**config.mk**
```make
export PLATFORM = sky130hd
export DESIGN_NAME = gfja_ctrl
export DESIGN_NICKNAME = d
export VERILOG_FILES = /design/src/sv/gfja_pkg.sv /design/src/sv/gfja_ctrl.sv
export SDC_FILE = /design/constraint.sdc
export NUM_CORES = 1
export LEC_CHECK = 0
export ABC_CLOCK_PERIOD_IN_PS = 1900
export BUFFER_PORTS_ARGS = -buffer_cell sky130_fd_sc_hd__buf_2
export CELL_PAD_IN_SITES_DETAIL_PLACEMENT = 1
export CELL_PAD_IN_SITES_GLOBAL_PLACEMENT = 1
export CORE_MARGIN = 3
export CORE_UTILIZATION = 39
export CTS_CLUSTER_DIAMETER = 120
export DETAILED_ROUTE_END_ITERATION = 10
export PLACE_DENSITY_LB_ADDON = 0.15
export SLEW_MARGIN = 20
export SYNTH_ARGS = -nofsm -noshare
export SYNTH_HDL_FRONTEND = slang
export SYNTH_SLANG_ARGS = --single-unit
```
**constraint.sdc**
```tcl
create_clock -name clk -period 1.9 [get_ports clk]
set_clock_uncertainty 0.15 [all_clocks]
set_input_delay 0.38 -clock clk [delete_from_list [all_inputs] [get_ports clk]]
set_output_delay 0.38 -clock clk [all_outputs]
set_load 0.03 [all_outputs]
```
**src/sv/gfja_pkg.sv**
```systemverilog
// ---------------------------------------------------------------------------
// gfja_pkg: shared types and arithmetic for the gravity force/jerk unit
// Widths, opcodes, controller/datapath command and status structs, and the
// saturating helpers used by the datapath.
// ---------------------------------------------------------------------------
package gfja_pkg;

	localparam int COORD_W   = 48;
	localparam int SUM_W     = 64;
	localparam int MASS_W    = 32;
	localparam int SOFT_W    = 48;
	localparam int OUT_W     = 64;
	localparam int FUNC_W    = 2;
	localparam int WORD_W    = 64;
	localparam int HALF_W    = WORD_W / 2;
	localparam int PROD_W    = 2 * WORD_W;
	localparam int FRAC_W    = 40;
	localparam int MASS_FRAC = 32;
	localparam int LANES     = 3;
	localparam int LANE_W    = $clog2(LANES);

	localparam int MUL_STEPS   = 4;
	localparam int MUL_CNT_W   = $clog2(MUL_STEPS);
	localparam int DIV_STEPS   = WORD_W + FRAC_W;
	localparam int DIV_CNT_W   = $clog2(DIV_STEPS);
	localparam int SQRT_STEPS  = WORD_W;
	localparam int SQRT_CNT_W  = $clog2(SQRT_STEPS);
	localparam int SQRT_REM_W  = WORD_W + 4;
	localparam int ALPHA_DIVS  = 2;
	localparam int CHAIN_DIVS  = 3;

	localparam logic [SOFT_W-1:0] SOFT_RESET = SOFT_W'(109951163);

	// item function codes
	localparam logic [FUNC_W-1:0] FUNC_LOAD = 2'd0;
	localparam logic [FUNC_W-1:0] FUNC_ADD  = 2'd1;
	localparam logic [FUNC_W-1:0] FUNC_EMIT = 2'd2;

	localparam logic signed [WORD_W-1:0] S64_MAX = {1'b0, {(WORD_W-1){1'b1}}};
	localparam logic signed [WORD_W-1:0] S64_MIN = {1'b1, {(WORD_W-1){1'b0}}};
	localparam logic signed [67:0] S64_MAX_X = 68'(S64_MAX);
	localparam logic signed [67:0] S64_MIN_X = 68'(S64_MIN);
	localparam logic signed [67:0] SUM_MAX_X = 68'({1'b0, {(SUM_W-1){1'b1}}});
	localparam logic signed [67:0] SUM_MIN_X = -SUM_MAX_X - 68'sd1;
	localparam logic signed [65:0] DIFF_LIM_X = 66'sh3FFFFFFFFFFFFFFF;

	typedef enum logic [4:0] {
		OP_NONE,
		OP_LOAD,
		OP_DIFF,
		OP_SQ,
		OP_DV,
		OP_FINR,
		OP_SQRT,
		OP_RV,
		OP_DIV,
		OP_ALPHA,
		OP_MULD,
		OP_MULV,
		OP_SAVEA,
		OP_MULP,
		OP_JSUB,
		OP_UPD,
		OP_EMIT
	} dp_op_t;

	typedef struct packed {
		dp_op_t              op;
		logic                start;
		logic                capture;
		logic [LANE_W-1:0]   lane;
	} gfja_cmd_t;

	typedef struct packed {
		logic done;
		logic r_zero;
	} gfja_sts_t;

	// magnitude of a signed word (most negative maps to 2^63)
	function automatic logic [WORD_W-1:0] mag64(input logic signed [WORD_W-1:0] x);
		return x[WORD_W-1] ? WORD_W'(-x) : WORD_W'(x);
	endfunction

	// apply sign to a magnitude, saturating to a signed word
	function automatic logic signed [WORD_W-1:0] to_s64(input logic neg,
			input logic [PROD_W-1:0] m);
		logic signed [WORD_W-1:0] v;
		v = $signed(m[WORD_W-1:0]);
		if (|m[PROD_W-1:WORD_W-1]) return neg ? S64_MIN : S64_MAX;
		return neg ? -v : v;
	endfunction

	function automatic logic signed [WORD_W-1:0] clamp64(input logic signed [67:0] v);
		if (v > S64_MAX_X) return S64_MAX;
		if (v < S64_MIN_X) return S64_MIN;
		return v[WORD_W-1:0];
	endfunction

	function automatic logic signed [SUM_W-1:0] clamp_sum(input logic signed [67:0] v);
		if (v > SUM_MAX_X) return SUM_MAX_X[SUM_W-1:0];
		if (v < SUM_MIN_X) return SUM_MIN_X[SUM_W-1:0];
		return v[SUM_W-1:0];
	endfunction

	function automatic logic signed [WORD_W-1:0] clamp_diff(input logic signed [65:0] v);
		if (v > DIFF_LIM_X) return DIFF_LIM_X[WORD_W-1:0];
		if (v < -DIFF_LIM_X) return WORD_W'(-DIFF_LIM_X);
		return v[WORD_W-1:0];
	endfunction

endpackage

```
**src/sv/gfja_ctrl.sv**
```systemverilog
// ---------------------------------------------------------------------------
// gfja_ctrl: sequencer of the gravity force/jerk unit
// Walks one source through difference, distance, square root, divide
// chains and accumulation; owns the input ready and the result valid.
// ---------------------------------------------------------------------------
module gfja_ctrl import gfja_pkg::*; (
	input  logic               clk,
	input  logic               arst_n,
	input  logic               in_valid,
	input  logic [FUNC_W-1:0]  func,
	output logic               in_ready,
	output logic               out_valid,
	input  logic               out_ready,
	output gfja_cmd_t          cmd,
	input  gfja_sts_t          sts
);

	typedef enum logic [4:0] {
		S_IDLE, S_LOAD, S_DIFF, S_SQ, S_DV, S_FINR, S_CHKR, S_SQRT, S_RV,
		S_DIVA, S_ALPHA, S_MULD, S_DIVD, S_SAVEA, S_MULV, S_DIVV, S_MULP,
		S_JSUB, S_UPD, S_EMIT
	} state_t;

	state_t            state_q;
	logic [LANE_W-1:0] lane_q;
	logic [1:0]        rep_q;
	logic              run_q, emit_q, out_valid_q;
	logic              accept, unit_st, step_done, emit_go, last_lane;

	assign in_ready  = (state_q == S_IDLE);
	assign accept    = in_valid && in_ready;
	assign unit_st   = state_q inside {S_SQ, S_DV, S_SQRT, S_DIVA, S_MULD, S_DIVD,
		S_MULV, S_DIVV, S_MULP};
	assign step_done = run_q && sts.done;
	assign emit_go   = (state_q == S_EMIT) && (!out_valid_q || out_ready);
	assign last_lane = (lane_q == LANE_W'(LANES - 1));
	assign out_valid = out_valid_q;

	// decode the datapath command
	always_comb begin
		cmd.capture = accept;
		cmd.lane    = lane_q;
		cmd.start   = unit_st && !run_q;
		case (state_q)
			S_LOAD:  cmd.op = OP_LOAD;
			S_DIFF:  cmd.op = OP_DIFF;
			S_SQ:    cmd.op = OP_SQ;
			S_DV:    cmd.op = OP_DV;
			S_FINR:  cmd.op = OP_FINR;
			S_SQRT:  cmd.op = OP_SQRT;
			S_RV:    cmd.op = OP_RV;
			S_DIVA, S_DIVD, S_DIVV: cmd.op = OP_DIV;
			S_ALPHA: cmd.op = OP_ALPHA;
			S_MULD:  cmd.op = OP_MULD;
			S_SAVEA: cmd.op = OP_SAVEA;
			S_MULV:  cmd.op = OP_MULV;
			S_MULP:  cmd.op = OP_MULP;
			S_JSUB:  cmd.op = OP_JSUB;
			S_UPD:   cmd.op = OP_UPD;
			S_EMIT:  cmd.op = emit_go ? OP_EMIT : OP_NONE;
			default: cmd.op = OP_NONE;
		endcase
	end

	// state, counters and result valid
	always_ff @(posedge clk or negedge arst_n) begin
		if (!arst_n) begin
			state_q     <= S_IDLE;
			lane_q      <= '0;
			rep_q       <= '0;
			run_q       <= 1'b0;
			emit_q      <= 1'b0;
			out_valid_q <= 1'b0;
		end else begin
			if (emit_go) out_valid_q <= 1'b1;
			else if (out_ready) out_valid_q <= 1'b0;

			if (unit_st && !run_q) run_q <= 1'b1;
			if (step_done) run_q <= 1'b0;

			case (state_q)
				S_IDLE: begin
					if (accept) begin
						if (func == FUNC_LOAD) begin
							state_q <= S_LOAD;
						end else if (func == FUNC_ADD || func == FUNC_EMIT) begin
							state_q <= S_DIFF;
							emit_q  <= (func == FUNC_EMIT);
						end
					end
				end
				S_LOAD: state_q <= S_IDLE;
				S_DIFF: begin
					lane_q  <= '0;
					state_q <= S_SQ;
				end
				S_SQ: if (step_done) state_q <= S_DV;
				S_DV: begin
					if (step_done) begin
						if (last_lane) begin
							lane_q  <= '0;
							state_q <= S_FINR;
						end else begin
							lane_q  <= lane_q + 1'b1;
							state_q <= S_SQ;
						end
					end
				end
				S_FINR: state_q <= S_CHKR;
				S_CHKR: begin
					// coincident particles with no softening add nothing
					if (sts.r_zero) state_q <= emit_q ? S_EMIT : S_IDLE;
					else state_q <= S_SQRT;
				end
				S_SQRT: if (step_done) state_q <= S_RV;
				S_RV: begin
					rep_q   <= '0;
					state_q <= S_DIVA;
				end
				S_DIVA: begin
					if (step_done) begin
						if (rep_q == 2'(ALPHA_DIVS - 1)) state_q <= S_ALPHA;
						else rep_q <= rep_q + 1'b1;
					end
				end
				S_ALPHA: begin
					lane_q  <= '0;
					state_q <= S_MULD;
				end
				S_MULD: begin
					if (step_done) begin
						rep_q   <= '0;
						state_q <= S_DIVD;
					end
				end
				S_DIVD: begin
					if (step_done) begin
						if (rep_q == 2'(CHAIN_DIVS - 1)) state_q <= S_SAVEA;
						else rep_q <= rep_q + 1'b1;
					end
				end
				S_SAVEA: state_q <= S_MULV;
				S_MULV: begin
					if (step_done) begin
						rep_q   <= '0;
						state_q <= S_DIVV;
					end
				end
				S_DIVV: begin
					if (step_done) begin
						if (rep_q == 2'(CHAIN_DIVS - 1)) state_q <= S_MULP;
						else rep_q <= rep_q + 1'b1;
					end
				end
				S_MULP: if (step_done) state_q <= S_JSUB;
				S_JSUB: state_q <= S_UPD;
				S_UPD: begin
					if (last_lane) begin
						state_q <= emit_q ? S_EMIT : S_IDLE;
					end else begin
						lane_q  <= lane_q + 1'b1;
						state_q <= S_MULD;
					end
				end
				S_EMIT: if (emit_go) state_q <= S_IDLE;
				default: state_q <= S_IDLE;
			endcase
		end
	end

endmodule

```
-- Yosys cells after proc, flatten, opt, wreduce, memory -nomap -nowiden
Cells that the tools add are included.
W data, S select, Z words.
- bits in registers: 12
- bits of input ports: 8
- output and inout bits: 11
- logic and storage cells: 113
- $add $sub $neg: 2
- eq/ne operators: 44
- muxes and demuxes: 37
- bitwise gates (word level): 1
- reduce and logical (&&, ||, !) cells: 23
- operators with widths (cell ; count):
    $mux W5 ; 20
    $pmux W5 S19 ; 1
    $pmux W5 S16 ; 1
    $eq A5 B4 Y1 const B ; 8
    $ne A2 B2 Y1 const B ; 13
    $eq A5 B3 Y1 const B ; 4
    $eq A5 B5 Y1 const B ; 4
    $mux W2 ; 8
    $reduce_and A15 Y1 ; 1
    $ne A2 B1 Y1 const B ; 6
    $eq A5 B2 Y1 const B ; 2
    $reduce_bool A9 Y1 ; 1
    $pmux W2 S4 ; 1
    $eq A2 B2 Y1 const B ; 3
    $pmux W2 S3 ; 1
    $reduce_and A6 Y1 ; 1
    $reduce_or A2 Y1 ; 3
    $eq A5 B1 Y1 const B ; 1
    $logic_not A5 Y1 ; 1
    $add A2 B1 Y2 const B ; 2
    $eq A2 B1 Y1 const B ; 2
    $logic_and A1 B1 Y1 ; 4
    $mux W1 ; 4
    $reduce_and A4 Y1 ; 1
    11 further kinds ; 14

-- Logic depth before layout (Yosys ltp)
- depth in word-level cells: 6
- gate-level depth with buffers: 7
- depth with buffers taken out: 7

-- Worst setup path after synthesis
No wires, ideal clock.
- path kind: register to output
- start point: register state_q[0]
- end point: output port cmd[6] (netlist name)
- arrival: 1.857 ns
- data required time: 1.370 ns
- slack: -0.487 ns
- cell stages (with the launch flop): 6
- buffers on the path: 3
- cells stage by stage: dfrtp_1 > buf_6 > clkbuf_1 > buf_2 > a21oi_1 > o32ai_1
- RTL lines (element ; RTL line ; text):
    start, declared ; gfja_ctrl.sv:24 ; state_t state_q;
    start signal, assigned ; gfja_ctrl.sv:112 ; if (sts.r_zero) state_q <= emit_q ? S_EMIT : S_IDLE;
    start signal, assigned ; gfja_ctrl.sv:159 ; state_q <= emit_q ? S_EMIT : S_IDLE;
    end, declared ; gfja_ctrl.sv:14 ; output gfja_cmd_t cmd,

==> metrics.txt <==
status=finished with violations; failing checks=negative setup slack; Final Setup Violations=18; Pre-antenna DRT Iters=4; CTS Buf Count=3; max-slew violation count=0; Area Growth Syn to Fin=64.74%; IO Pins=19; die width=between 60 and 70 um; CP startpoint kind=flip-flop; synth warn=0; maximum VDD drop=about 0.001 V; syn avg cell area=8.341 um2; FF+latch count, synth=12; vias in the first global route=1801; worst skew pair latency=300 ps; most numerous cell in the Yosys netlist=nand2_1; Max Cap Viol=0; cell area power density=roughly 2300 nW/um2; First DRT Iteration DRCs=186; hold_sp=out_ready; Critical Path Sink Type=primary output; Final min period=2381 ps; Rows=21; initial antenna violation count=0; grt ovf=0; Worst R2R Start=state_q[0]; port buffer count=18; synthesized net count=about 190; Worst Path Max Fanout=8; ANT cells=0; CTS tree=built; synth unique cells=56; predominant post-synthesis flop cell=dfrtp_1; fin crit share=125.3%; per-cell routed wire length=28.04 um; cell count after synthesis=171; Clock Path Buffers=2; critical path class=flip-flop to primary output; Starting Density=41.76%; gpl congestion=approximately 0.85; Worst Path Arrival=1850 ps; Clock Sinks=12; post-synthesis cell area=1426 um2; RSZ-0062 raised after global routing=yes; Residual DRC=0; fin nets=264; die area=around 4400 um2; Via-to-Cell Ratio=6.241; Post-synth EDFFs=0; Setup WS pre-CTS=-219.0 ps; Util after Layout=68.79%; Die H=66.48 um; Max Clk Rate=420.1 MHz; PnR worst setup slack=-480.5 ps; required time worst endpoint=between 1000 and 1500 ps; core area=3416 um2; Routed WL=8244 um; root buf cell=clkbuf_4; Seq/Total Area, Yosys=21.05%; Synth area leader=dfrtp_1; DP HPWL=3955 um; Area contributors post-synth=dfrtp_1, mux2_4, ha_1; Fin Hold WS=287.6 ps; Leak=0.001106 uW; worst setup path start=state_q[1]; via count=1835; largest net degree at the start of global routing=13; worst slew pin tran=657.9 ps; GRT Util Overall=28.97%; Final ANT Viol Nets=0; Final Non-Filler Cells=approximately 290; Post-Place Cells=271; share of post-route cells with drive strength above 1=60.89%; top-area cell type share of the netlist area=roughly a fifth; final hold violation count=0; Synth top cells by count=nand2_1, a21oi_1, nor2_1, o21ai_0, dfrtp_1; H-tree levels=1; hold crit path type=input port to flip-flop; relative slew slack=55.59%; CTS clk-pin slew, worst paths=about 120 ps; Async S/R FF share, synth=100.0%; first-pass GRT wire length=9494 um
==> through the flow <==
stage	TNS (ps)	area, um2	total power, uW
after CTS	-3869	2153	4467
after detailed placement	-2253	1899	3766
after floorplan	-939.7	1484	2646
after global routing	-6284	2350	5586
after global placement	-1904	1899	3616
final	-5510	2350	5403
==> critical path, cell delays in order (launching register included) <==
cell and delay (ps):
dfrtp_2 510, nand2b_4 200, buf_4 140, o21ai_0 240, a22oi_1 170, o21ai_2 150, buf_6 150
==> per-layer routing <==
metal | global-route usage (%) | vias to the layer above | wire length, um
met5 | 0 | - | 0
met4 | 12.18 | 0 | 504
met3 | 4.047 | 48 | 594
met2 | 51.80 | 115 | 4049
met1 | 34.20 | 907 | 3096
li1 | - | 765 | -
==> cell usage in the layout (no fill, tap or decap), drive strengths merged, types with 6 or more instances in the layout <==
master	count
buf	86
nand2	16
o21ai	14
nor2	13
a21oi	13
dfrtp	12
inv	10
mux2	9
nor3	8
ha	7
nand2b	7
nor2b	6
==> flip-flops by register name, indices dropped and copies added, names as in the netlist <==
name / flops
rep_q: 2
state_q: 5
run_q: 1
emit_q: 1
out_valid: 1
lane_q: 2
==> power breakdown <==
| group | internal (uW) | switching (uW) |
|---|---|---|
| sequential | 376 | 211 |
| combinational | 2170 | 2410 |
| clock | 117 | 126 |
==> cells by family (layout without fill, tap and decap cells) <==
| group | Yosys count | in the layout | share of synthesized area (%) |
|---|---|---|---|
| adder cells (fa/ha/maj) | 7 | 7 | 6.140 |
| AO/OA/AOI/OAI | 47 | 47 | 23.86 |
| multiplexers | 10 | 10 | 9.386 |
| AND/OR/NAND/NOR | 70 | 70 | 29.47 |
| flip-flops | 12 | 12 | 21.05 |
| buffers and inverters | 24 | 101 | 9.474 |
| XOR/XNOR | 1 | 1 | 0.6141 |
==> worst paths after layout <==
kind | cells after the start | endpoint | slack, ps
setup / recovery | 6 | cmd[5] | -480
hold / removal | 3 | out_valid | 290
setup reg to reg | 8 | state_q[1] | -390
hold reg to reg | 1 | emit_q | 420
max in group asynchronous | 2 | state_q[3] | 940
min in group asynchronous | 2 | state_q[0] | 360
==> cell type report <==
class,count,area [um2]
Timing Repair Buffer,87,705.7
Clock buffer,4,36.28
Multi-Input combinational cell,135,1206
Tap cell,46,57.56
Inverter,10,37.54
Sequential cell,12,306.5
Fill cell,375,1066
==> repair_timing <==
action / CTS / global route
cloned: 0 / 1
setup buffers: 10 / 8
gates resized for setup: 37 / 40
endpoints found under the hold margin: 12 / 0
hold buffers: 1 / 0
pin swaps: 11 / 11
endpoints found under the setup margin: 18 / 18
Power figures use the tool's default switching activity.
